--- config.mk ---
export PLATFORM = sky130hd
export DESIGN_NAME = two_key_chord_detector_with_holdback
export DESIGN_NICKNAME = d
export VERILOG_FILES = /design/src/hw/rtl/cdh_pkg.sv /design/src/hw/rtl/cdh_eval.sv /design/src/hw/rtl/cdh_drain.sv /design/src/hw/rtl/two_key_chord_detector_with_holdback.sv
export SDC_FILE = /design/constraint.sdc
export NUM_CORES = 1
export LEC_CHECK = 0
export BUFFER_PORTS_ARGS = -buffer_cell sky130_fd_sc_hd__buf_2
export CELL_PAD_IN_SITES_DETAIL_PLACEMENT = 0
export CELL_PAD_IN_SITES_GLOBAL_PLACEMENT = 1
export CORE_MARGIN = 2
export CORE_UTILIZATION = 45
export DETAILED_ROUTE_END_ITERATION = 10
export GPL_TIMING_DRIVEN = 0
export HOLD_SLACK_MARGIN = 0.08
export PLACE_DENSITY_LB_ADDON = 0.12
export RECOVER_POWER = 50
export SLEW_MARGIN = 30
export SYNTH_ARGS = -nofsm -noshare
export SYNTH_HDL_FRONTEND = slang
export SYNTH_SLANG_ARGS = --single-unit
--- constraint.sdc ---
create_clock -name clk -period 3.25 [get_ports clk]
set_input_delay 0.325 -clock clk [delete_from_list [all_inputs] [get_ports clk]]
set_output_delay 0.325 -clock clk [all_outputs]
set_load 0.02 [all_outputs]
--- src/hw/rtl/cdh_pkg.sv ---
// Shared types and constants for the two-key chord detector.
package cdh_pkg;

  // Configuration port geometry and register indexes.
  localparam int CFG_DATA_W = 16;
  localparam int CFG_IDX_W  = 1;
  localparam logic [CFG_IDX_W-1:0] REG_WINDOW_TICKS = 1'd0;
  localparam logic [CFG_IDX_W-1:0] REG_REPLAY       = 1'd1;

  // Configuration reset values.
  localparam logic [CFG_DATA_W-1:0] WINDOW_TICKS_RESET = 16'd150;
  localparam logic                  REPLAY_RESET       = 1'b1;

  // Request command codes.
  localparam logic [1:0] CMD_VOLUME = 2'd0;
  localparam logic [1:0] CMD_POWER  = 2'd1;
  localparam logic [1:0] CMD_TICK   = 2'd2;

  // Key level codes.
  localparam logic [1:0] LVL_RELEASE = 2'd0;
  localparam logic [1:0] LVL_PRESS   = 2'd1;
  localparam logic [1:0] LVL_REPEAT  = 2'd2;

  // Most results kept for one request; any further ones are dropped.
  localparam int MAX_RES = 3;

  typedef enum logic [1:0] {
    ACT_REPLAY  = 2'd0,
    ACT_COMBO   = 2'd1,
    ACT_TAKE    = 2'd2,
    ACT_RELEASE = 2'd3
  } cdh_action_t;

  // Chord tracking flags.
  typedef struct packed {
    logic volume_is_down;
    logic power_is_down;
    logic press_pending;
    logic press_forwarded;
    logic already_fired;
    logic power_taken;
    logic window_running;
  } cdh_flags_t;

  typedef struct packed {
    cdh_action_t action;
    logic [1:0]  key_value;
  } cdh_result_t;

  // The kept results of one request, in order, with their count.
  typedef struct packed {
    cdh_result_t [MAX_RES-1:0] res;
    logic [1:0]                count;
  } cdh_group_t;

endpackage

--- src/hw/rtl/cdh_eval.sv ---
// Single-pass evaluation of one request: next chord state and its result group.
module cdh_eval #(
  parameter int WINDOW_BITS = 16
) (
  input  cdh_pkg::cdh_flags_t              flags_i,
  input  logic [WINDOW_BITS-1:0]           left_i,
  input  logic [1:0]                       cmd_i,
  input  logic [1:0]                       level_i,
  input  logic                             power_now_i,
  input  logic [cdh_pkg::CFG_DATA_W-1:0]   window_ticks_i,
  input  logic                             replay_i,
  output cdh_pkg::cdh_flags_t              flags_o,
  output logic [WINDOW_BITS-1:0]           left_o,
  output cdh_pkg::cdh_group_t              grp_o
);

  localparam logic [WINDOW_BITS-1:0] WIN_MAX = '1;

  logic [WINDOW_BITS-1:0] win_load;

  // Append one result to a group; results past the buffer depth are dropped.
  function automatic cdh_pkg::cdh_group_t push(input cdh_pkg::cdh_group_t g,
                                               input cdh_pkg::cdh_action_t a,
                                               input logic [1:0] v);
    cdh_pkg::cdh_group_t r;
    r = g;
    if (r.count < 2'(cdh_pkg::MAX_RES)) begin
      r.res[r.count].action    = a;
      r.res[r.count].key_value = v;
      r.count                  = r.count + 2'd1;
    end
    return r;
  endfunction

  // Window reload: zero acts as one, and values beyond the counter saturate.
  always_comb begin
    if (WINDOW_BITS >= cdh_pkg::CFG_DATA_W) begin
      win_load = WINDOW_BITS'(window_ticks_i);
    end else if (window_ticks_i > cdh_pkg::CFG_DATA_W'(WIN_MAX)) begin
      win_load = WIN_MAX;
    end else begin
      win_load = WINDOW_BITS'(window_ticks_i);
    end
    if (window_ticks_i == '0) begin
      win_load = WINDOW_BITS'(1);
    end
  end

  // Request decode and state update, in the order the events take effect.
  always_comb begin
    cdh_pkg::cdh_flags_t    f;
    logic [WINDOW_BITS-1:0] left;
    cdh_pkg::cdh_group_t    g;
    logic                   was_down;
    logic                   chk_both;

    f        = flags_i;
    left     = left_i;
    g        = '0;
    was_down = flags_i.volume_is_down;
    chk_both = 1'b0;

    unique case (cmd_i)
      cdh_pkg::CMD_VOLUME: begin
        f.volume_is_down = (level_i != cdh_pkg::LVL_RELEASE);
        chk_both         = 1'b1;

        // Volume press edge: grab power; if power is down now, fire once and give power back.
        if (f.volume_is_down && !was_down) begin
          if (!f.power_taken) begin
            f.power_taken = 1'b1;
            g = push(g, cdh_pkg::ACT_TAKE, cdh_pkg::LVL_RELEASE);
          end
          if (power_now_i) begin
            if (!f.already_fired) begin
              f.already_fired = 1'b1;
              if (f.press_pending) begin
                f.window_running = 1'b0;
                f.press_pending  = 1'b0;
              end
              g = push(g, cdh_pkg::ACT_COMBO, cdh_pkg::LVL_RELEASE);
            end
            f.power_taken   = 1'b0;
            g = push(g, cdh_pkg::ACT_RELEASE, cdh_pkg::LVL_RELEASE);
            f.power_is_down = 1'b0;
          end
        end

        // Hold-back and replay of the volume key.
        if (replay_i) begin
          case (level_i)
            cdh_pkg::LVL_PRESS: begin
              f.press_pending   = 1'b1;
              f.press_forwarded = 1'b0;
              left              = win_load;
              f.window_running  = 1'b1;
            end
            cdh_pkg::LVL_REPEAT: begin
              if (f.press_forwarded) begin
                g = push(g, cdh_pkg::ACT_REPLAY, cdh_pkg::LVL_REPEAT);
              end
            end
            default: begin
              f.window_running = 1'b0;
              if (f.press_pending) begin
                g = push(g, cdh_pkg::ACT_REPLAY, cdh_pkg::LVL_PRESS);
                g = push(g, cdh_pkg::ACT_REPLAY, cdh_pkg::LVL_RELEASE);
                f.press_pending = 1'b0;
              end else if (f.press_forwarded) begin
                g = push(g, cdh_pkg::ACT_REPLAY, cdh_pkg::LVL_RELEASE);
                f.press_forwarded = 1'b0;
              end
            end
          endcase
        end
      end
      cdh_pkg::CMD_POWER: begin
        f.power_is_down = (level_i != cdh_pkg::LVL_RELEASE);
        chk_both        = 1'b1;
      end
      cdh_pkg::CMD_TICK: begin
        // Window countdown; on expiry the held press is forwarded.
        if (f.window_running) begin
          if (left > WINDOW_BITS'(1)) begin
            left = left - WINDOW_BITS'(1);
          end else begin
            left             = '0;
            f.window_running = 1'b0;
            if (f.press_pending) begin
              f.press_pending   = 1'b0;
              f.press_forwarded = 1'b1;
              g = push(g, cdh_pkg::ACT_REPLAY, cdh_pkg::LVL_PRESS);
            end
          end
        end
      end
      default: begin
      end
    endcase

    // Chord check, then give power back once both keys are up.
    if (chk_both) begin
      if (f.volume_is_down && f.power_is_down && !f.already_fired) begin
        f.already_fired = 1'b1;
        if (f.press_pending) begin
          f.window_running = 1'b0;
          f.press_pending  = 1'b0;
        end
        g = push(g, cdh_pkg::ACT_COMBO, cdh_pkg::LVL_RELEASE);
      end
      if (!f.volume_is_down && !f.power_is_down) begin
        f.already_fired = 1'b0;
        if (f.power_taken) begin
          f.power_taken = 1'b0;
          g = push(g, cdh_pkg::ACT_RELEASE, cdh_pkg::LVL_RELEASE);
        end
      end
    end

    flags_o = f;
    left_o  = left;
    grp_o   = g;
  end

endmodule

--- src/hw/rtl/cdh_drain.sv ---
// Result buffer for one request; hands out one result per cycle while not stalled.
module cdh_drain (
  input  logic                 clk,
  input  logic                 rst_n,
  input  logic                 load,
  input  cdh_pkg::cdh_group_t  grp,
  output logic                 can_load,
  output logic                 out_valid,
  input  logic                 out_stall,
  output logic [1:0]           out_action,
  output logic [1:0]           out_key_value,
  output logic                 out_last
);

  cdh_pkg::cdh_result_t [cdh_pkg::MAX_RES-1:0] ent_r;
  logic [1:0] cnt_r;
  logic [1:0] ptr_r;
  logic       busy;
  logic       take;
  logic       at_last;

  // Buffer status and the result shown to the consumer.
  assign busy          = (ptr_r < cnt_r);
  assign at_last       = ((ptr_r + 2'd1) == cnt_r);
  assign take          = busy && !out_stall;
  assign can_load      = !busy || (take && at_last);
  assign out_valid     = busy;
  assign out_action    = ent_r[ptr_r].action;
  assign out_key_value = ent_r[ptr_r].key_value;
  assign out_last      = at_last;

  // Control: count and read pointer.
  always_ff @(posedge clk) begin
    if (!rst_n) begin
      cnt_r <= '0;
      ptr_r <= '0;
    end else if (load) begin
      cnt_r <= grp.count;
      ptr_r <= '0;
    end else if (take) begin
      ptr_r <= ptr_r + 2'd1;
    end
  end

  // Payload: results of the request being drained.
  always_ff @(posedge clk) begin
    if (load) begin
      ent_r <= grp.res;
    end
  end

endmodule

--- src/hw/rtl/two_key_chord_detector_with_holdback.sv ---
// A request waits in the input register until its group is loaded into the result buffer.
// Throughput: one request per cycle while each causes at most one result and out_stall is low.
// A request with k results holds the three-entry result buffer until all k are taken.
// While results wait, the input register takes one more request and then the input stalls.
// Reset (rst_n low, synchronous) clears all chord state and loads window 150, replay on.
// No clearing pass: the block takes requests from the first cycle after reset.
module two_key_chord_detector_with_holdback #(
  parameter int WINDOW_BITS = 16
) (
  input  logic                                clk,
  input  logic                                rst_n,
  input  logic                                in_valid,
  output logic                                in_stall,
  input  logic [1:0]                          in_cmd,
  input  logic [1:0]                          in_level,
  input  logic                                in_power_now,
  output logic                                out_valid,
  input  logic                                out_stall,
  output logic [1:0]                          out_action,
  output logic [1:0]                          out_key_value,
  output logic                                out_last,
  input  logic                                cfg_we,
  input  logic [cdh_pkg::CFG_IDX_W-1:0]       cfg_index,
  input  logic [cdh_pkg::CFG_DATA_W-1:0]      cfg_data
);

  logic [cdh_pkg::CFG_DATA_W-1:0] window_ticks_r;
  logic                           replay_r;

  logic       s1_valid_r;
  logic       s1_valid_nxt;
  logic [1:0] s1_cmd_r;
  logic [1:0] s1_level_r;
  logic       s1_power_r;

  cdh_pkg::cdh_flags_t    flags_r;
  cdh_pkg::cdh_flags_t    flags_nxt;
  logic [WINDOW_BITS-1:0] left_r;
  logic [WINDOW_BITS-1:0] left_nxt;
  cdh_pkg::cdh_group_t    grp;

  logic can_load;
  logic fire;
  logic in_take;

  // Configuration registers.
  always_ff @(posedge clk) begin
    if (!rst_n) begin
      window_ticks_r <= cdh_pkg::WINDOW_TICKS_RESET;
      replay_r       <= cdh_pkg::REPLAY_RESET;
    end else if (cfg_we) begin
      unique case (cfg_index)
        cdh_pkg::REG_WINDOW_TICKS: window_ticks_r <= cfg_data;
        cdh_pkg::REG_REPLAY:       replay_r       <= cfg_data[0];
        default: begin
        end
      endcase
    end
  end

  // Input register handshake: evaluate when the result buffer can take a group.
  assign fire         = s1_valid_r && can_load;
  assign in_stall     = s1_valid_r && !can_load;
  assign in_take      = in_valid && !in_stall;
  assign s1_valid_nxt = in_take ? 1'b1 : (fire ? 1'b0 : s1_valid_r);

  always_ff @(posedge clk) begin
    if (!rst_n) begin
      s1_valid_r <= 1'b0;
    end else begin
      s1_valid_r <= s1_valid_nxt;
    end
  end

  always_ff @(posedge clk) begin
    if (in_take) begin
      s1_cmd_r   <= in_cmd;
      s1_level_r <= in_level;
      s1_power_r <= in_power_now;
    end
  end

  // Request evaluation.
  cdh_eval #(
    .WINDOW_BITS(WINDOW_BITS)
  ) u_eval (
    .flags_i        (flags_r),
    .left_i         (left_r),
    .cmd_i          (s1_cmd_r),
    .level_i        (s1_level_r),
    .power_now_i    (s1_power_r),
    .window_ticks_i (window_ticks_r),
    .replay_i       (replay_r),
    .flags_o        (flags_nxt),
    .left_o         (left_nxt),
    .grp_o          (grp)
  );

  // Chord state advances once per evaluated request.
  always_ff @(posedge clk) begin
    if (!rst_n) begin
      flags_r <= '0;
      left_r  <= '0;
    end else if (fire) begin
      flags_r <= flags_nxt;
      left_r  <= left_nxt;
    end
  end

  // Result buffer and output channel.
  cdh_drain u_drain (
    .clk           (clk),
    .rst_n         (rst_n),
    .load          (fire),
    .grp           (grp),
    .can_load      (can_load),
    .out_valid     (out_valid),
    .out_stall     (out_stall),
    .out_action    (out_action),
    .out_key_value (out_key_value),
    .out_last      (out_last)
  );

`ifndef NO_ASSERTIONS
  // A held press always has its window running.
  a_pending_has_window: assert property (@(posedge clk) disable iff (!rst_n)
    flags_r.press_pending |-> flags_r.window_running)
    else $error("press held back without a running window");

  // A press is never both held back and already forwarded.
  a_pending_xor_fwd: assert property (@(posedge clk) disable iff (!rst_n)
    !(flags_r.press_pending && flags_r.press_forwarded))
    else $error("press both pending and forwarded");

  // A running window never sits at zero ticks.
  a_window_nonzero: assert property (@(posedge clk) disable iff (!rst_n)
    flags_r.window_running |-> (left_r != '0))
    else $error("window running with zero ticks left");

  // A request that waits in the input register is evaluated once the buffer frees.
  a_input_moves: assert property (@(posedge clk) disable iff (!rst_n)
    (s1_valid_r && can_load && !in_take) |=> !s1_valid_r)
    else $error("evaluated request left in the input register");
`endif

endmodule

==> impl_summary.log <==
INFO  metric timing_hold_violations_final = 0
INFO  metric cellLeakagePower = 1.62 nW
INFO  metric start_util = 0.468
INFO  metric ys.warnings.count = 0
INFO  metric grt_max_degree = 22
INFO  metric antenna_found_initial = 0
INFO  metric worst_skew_pair.late_latency = 360 ps
INFO  metric worstHoldStart = in_level[1]
INFO  metric avg_vias_per_cell = 5.81
INFO  metric ff_latch_area = 0.00141 mm²
INFO  metric final_common_cell = sky130_fd_sc_hd__nand2_1
INFO  metric postSynthAreaPerCell = 8.41 µm²
INFO  metric routability_congestion_estimate = 0.900
INFO  metric cp_cell_sequence = inv_1, ha_1, a211o_2, o21ai_0, nor2_1, o311ai_4, a21oi_2, a22o_1
INFO  metric synth_top_area_share = 0.232
INFO  metric final.min_clock_period = 2820 ps
INFO  metric ff2ff_setup_slack = 430 ps
INFO  metric max-slew-margin-rel = 0.548
INFO  metric cts.reportedPaths.clkPinSlew = 80 ps
INFO  metric avgRoutedWirePerCell = 16.5 µm
INFO  metric cpPeakStageDelay = 460 ps
INFO  metric critPathKind = register to register
INFO  metric worst_r2r_startpoint = flags_r[1]$_SDFFE_PN0P_
INFO  metric synth-edff-count = 17
INFO  metric endpoint_kind = register
INFO  metric finalNonFillerCells = 616
INFO  metric numPlacedInstances = 600
INFO  metric drv_slew = 0
INFO  metric first_iter_violations = 379
INFO  metric netlist-cell-type-count = 81
INFO  metric setup_viol = 0
INFO  metric drt_wl_total = 10,100 µm
INFO  metric cp-endpoint = u_drain.ent_r[3]$_DFFE_PP_
INFO  metric die_w = 96.9 µm
INFO  metric ctsRootBufferMaster = sky130_fd_sc_hd__clkbuf_8
INFO  metric pwr_density_cell = 413 mW/mm²
INFO  metric tritoncts_clock_tree = done
INFO  metric antennaDiodeCount = 0
INFO  metric worst_path_max_delay_cell = sky130_fd_sc_hd__dfxtp_1
INFO  metric placementRows = 33
INFO  metric cts_buffers = 9
INFO  metric run_status = complete, no violations
INFO  metric cts_hold_buffers = 0
INFO  metric finalClockSkew = 16.4 ps
INFO  metric detail_route.first_pass.iterations = 5
INFO  metric path_max_fanout = 7
INFO  metric areaGrowthSynthToFinish = 11.4%
INFO  metric start_kind = register
INFO  metric cts.repair_timing.setup_buffer_count = 0
INFO  metric track_usage = 0.220
INFO  metric data_required_critical_path = 3360 ps
INFO  metric worst_ep_arrival_time = 2930 ps
INFO  metric tns = 0 ps
INFO  metric synth_top_cells_by_area = sky130_fd_sc_hd__dfxtp_1 23%, sky130_fd_sc_hd__edfxtp_1 13%, sky130_fd_sc_hd__nand2_1 7.2%
INFO  metric worst_setup_path_startpoint = flags_r[1]$_SDFFE_PN0P_
INFO  metric synth-seq-cells = 62
INFO  metric synthArstFlopShare = 0
INFO  metric max_freq = 354 MHz
INFO  metric routed-via-count = 3,578
INFO  metric dpl.hpwl = 7400 µm
INFO  metric die_area = 0.00939 mm²
INFO  metric max_slew.worst_pin.slew = 676 ps
INFO  metric boundaryPins = 34
INFO  metric fin_nets = 544
INFO  metric tritoncts_num_sinks = 62
INFO  metric layout-drive-gt1-share = 0.162
INFO  metric worst_r2r_path_depth = 8
INFO  metric drc = 0
INFO  metric grt_first_pass_wirelength = 16,800 µm
INFO  metric vdd.ir_drop.worst = 0.178 mV
INFO  metric rsz0062_at_grt = false
INFO  metric max-cap-violations = 0
INFO  metric core_area = 0.00830 mm²
INFO  metric layout.cells.most_common_list = 75 x sky130_fd_sc_hd__nand2_1, 48 x sky130_fd_sc_hd__nor2_1, 45 x sky130_fd_sc_hd__dfxtp_1
INFO  metric prevailing_post_synth_register_cell = sky130_fd_sc_hd__dfxtp_1
INFO  metric antenna_violating_nets_post_route = 0
INFO  metric clock_path_buffers = 2
INFO  metric io_buffer_count = 33
INFO  metric timing.hold.worst.class = input pin to register
INFO  metric post_cts_resized = 0
INFO  metric first_global_vias = 3,153
INFO  metric cts-htree-levels = 3
INFO  metric final_min_period_over_clock_period = 0.868
INFO  metric yosys.area.top_type = sky130_fd_sc_hd__dfxtp_1
INFO  metric grt_overflow_total = 0
INFO  metric fill_cells = 805
INFO  metric yosysSeqAreaShare = 0.363
INFO  metric reg2reg_to = u_drain.ent_r[3]$_DFFE_PP_
INFO  metric postSynthNetCount = 500
INFO  metric die_height = 96.9 µm
INFO  metric synth.cell_area = 0.00388 mm²
INFO  metric multi_input_combinational_cell_area = 0.00219 mm²
INFO  metric post_synth_inst_count = 462
-- kinds of logic (layout without fill, tap and decap cells) --
group           after synthesis  count (layout)  share of synthesized area
fa+ha+maj                    11              11                     0.0354
simple gates                190             190                      0.245
flops                        62              62                      0.363
xor+xnor                      6               6                     0.0174
buf+inv                      53             102                     0.0702
mux                           5               5                     0.0129
compound gates              135             135                      0.256
-- worst max-delay path, delay by kind of cell, from the launching register on --
family          cells  cell delay (ps)
buf+inv             1              110
fa+ha+maj           1              380
simple gates        1              140
compound gates      5             1500
flops               1              460
-- sequential cells by signal, summed over array words and instances, names as in the netlist --
name and flops:
flags_r 7, left_r 16, replay_r 1, s1_cmd_r 2, s1_level_r 2, s1_power_r 1, s1_valid_r 1, u_drain.cnt_r 2
u_drain.ent_r 12, u_drain.ptr_r 2, window_ticks_r 16
-- per-layer routing --
layer  GRT usage  vias to the layer above  share of wire
met5           0                        -              0
met4      0.0650                        0          0.012
met3      0.0361                       11          0.070
met2       0.299                      131           0.41
met1       0.352                     1656           0.51
li1            -                     1780              -
-- cells in the mapped netlist, types with 4 or more instances --
library cell,n
sky130_fd_sc_hd__edfxtp_1,17
sky130_fd_sc_hd__nand2_1,75
sky130_fd_sc_hd__o21ai_1,16
sky130_fd_sc_hd__nor2b_1,6
sky130_fd_sc_hd__buf_6,5
sky130_fd_sc_hd__nor4_1,7
sky130_fd_sc_hd__a211oi_2,4
sky130_fd_sc_hd__clkbuf_1,12
sky130_fd_sc_hd__nor3_1,10
sky130_fd_sc_hd__a22oi_1,10
sky130_fd_sc_hd__buf_2,8
sky130_fd_sc_hd__inv_1,19
sky130_fd_sc_hd__mux2i_1,5
sky130_fd_sc_hd__o31ai_1,7
sky130_fd_sc_hd__o21ai_0,15
sky130_fd_sc_hd__xor2_1,4
sky130_fd_sc_hd__buf_4,7
sky130_fd_sc_hd__dfxtp_1,45
sky130_fd_sc_hd__nor2_1,48
sky130_fd_sc_hd__nand3_1,10
sky130_fd_sc_hd__a21oi_1,27
sky130_fd_sc_hd__nand2b_1,5
sky130_fd_sc_hd__ha_1,11
-- stage by stage --
step | cell area (µm²) | util | hold WS (ps) | setup WS (ps) | power [W]
after floorplan | 3880 | - | 424 | 901 | 0.00109
after global placement | 4180 | 0.504 | 450 | 632 | 0.00118
after detailed placement | 4180 | 0.504 | 454 | 612 | 0.00118
after CTS | 4350 | 0.524 | 133 | 600 | 0.00180
after global routing | 4330 | 0.521 | 130 | 218 | 0.00187
final | 4330 | 0.521 | 141 | 429 | 0.00179
-- how the worst min path moves through the flow --
stage	endpoint	slack [ps]	depth (start not counted)
final	s1_level_r[1]$_DFFE_PP_	140	1
after global routing	s1_level_r[0]$_DFFE_PP_	130	1
after CTS	s1_power_r$_DFFE_PP_	130	1
after detailed placement	window_ticks_r[0]$_SDFFE_PN0P_	450	2
after global placement	window_ticks_r[0]$_SDFFE_PN0P_	450	2
after floorplan	s1_cmd_r[0]$_DFFE_PP_	420	0
-- power breakdown --
group | switching [W] | total [W] | internal [W] | leakage, nW
Combinational | 0.000198 | 0.000315 | 0.000116 | 0.995
Sequential | 0.0000224 | 0.000847 | 0.000825 | 0.530
Clock | 0.000348 | 0.000627 | 0.000278 | 0.0937
-- cell type report --
type	count	share of cell area
inverters	20	0.0174
clock inverters	7	0.0110
plain buffers	33	0.0442
multi-input cells	347	0.506
well taps	105	0.0304
repair buffers	33	0.0361
clock buffers	9	0.0286
flip-flops and latches	62	0.326
No activity file was read; power rests on OpenSTA's default activity.
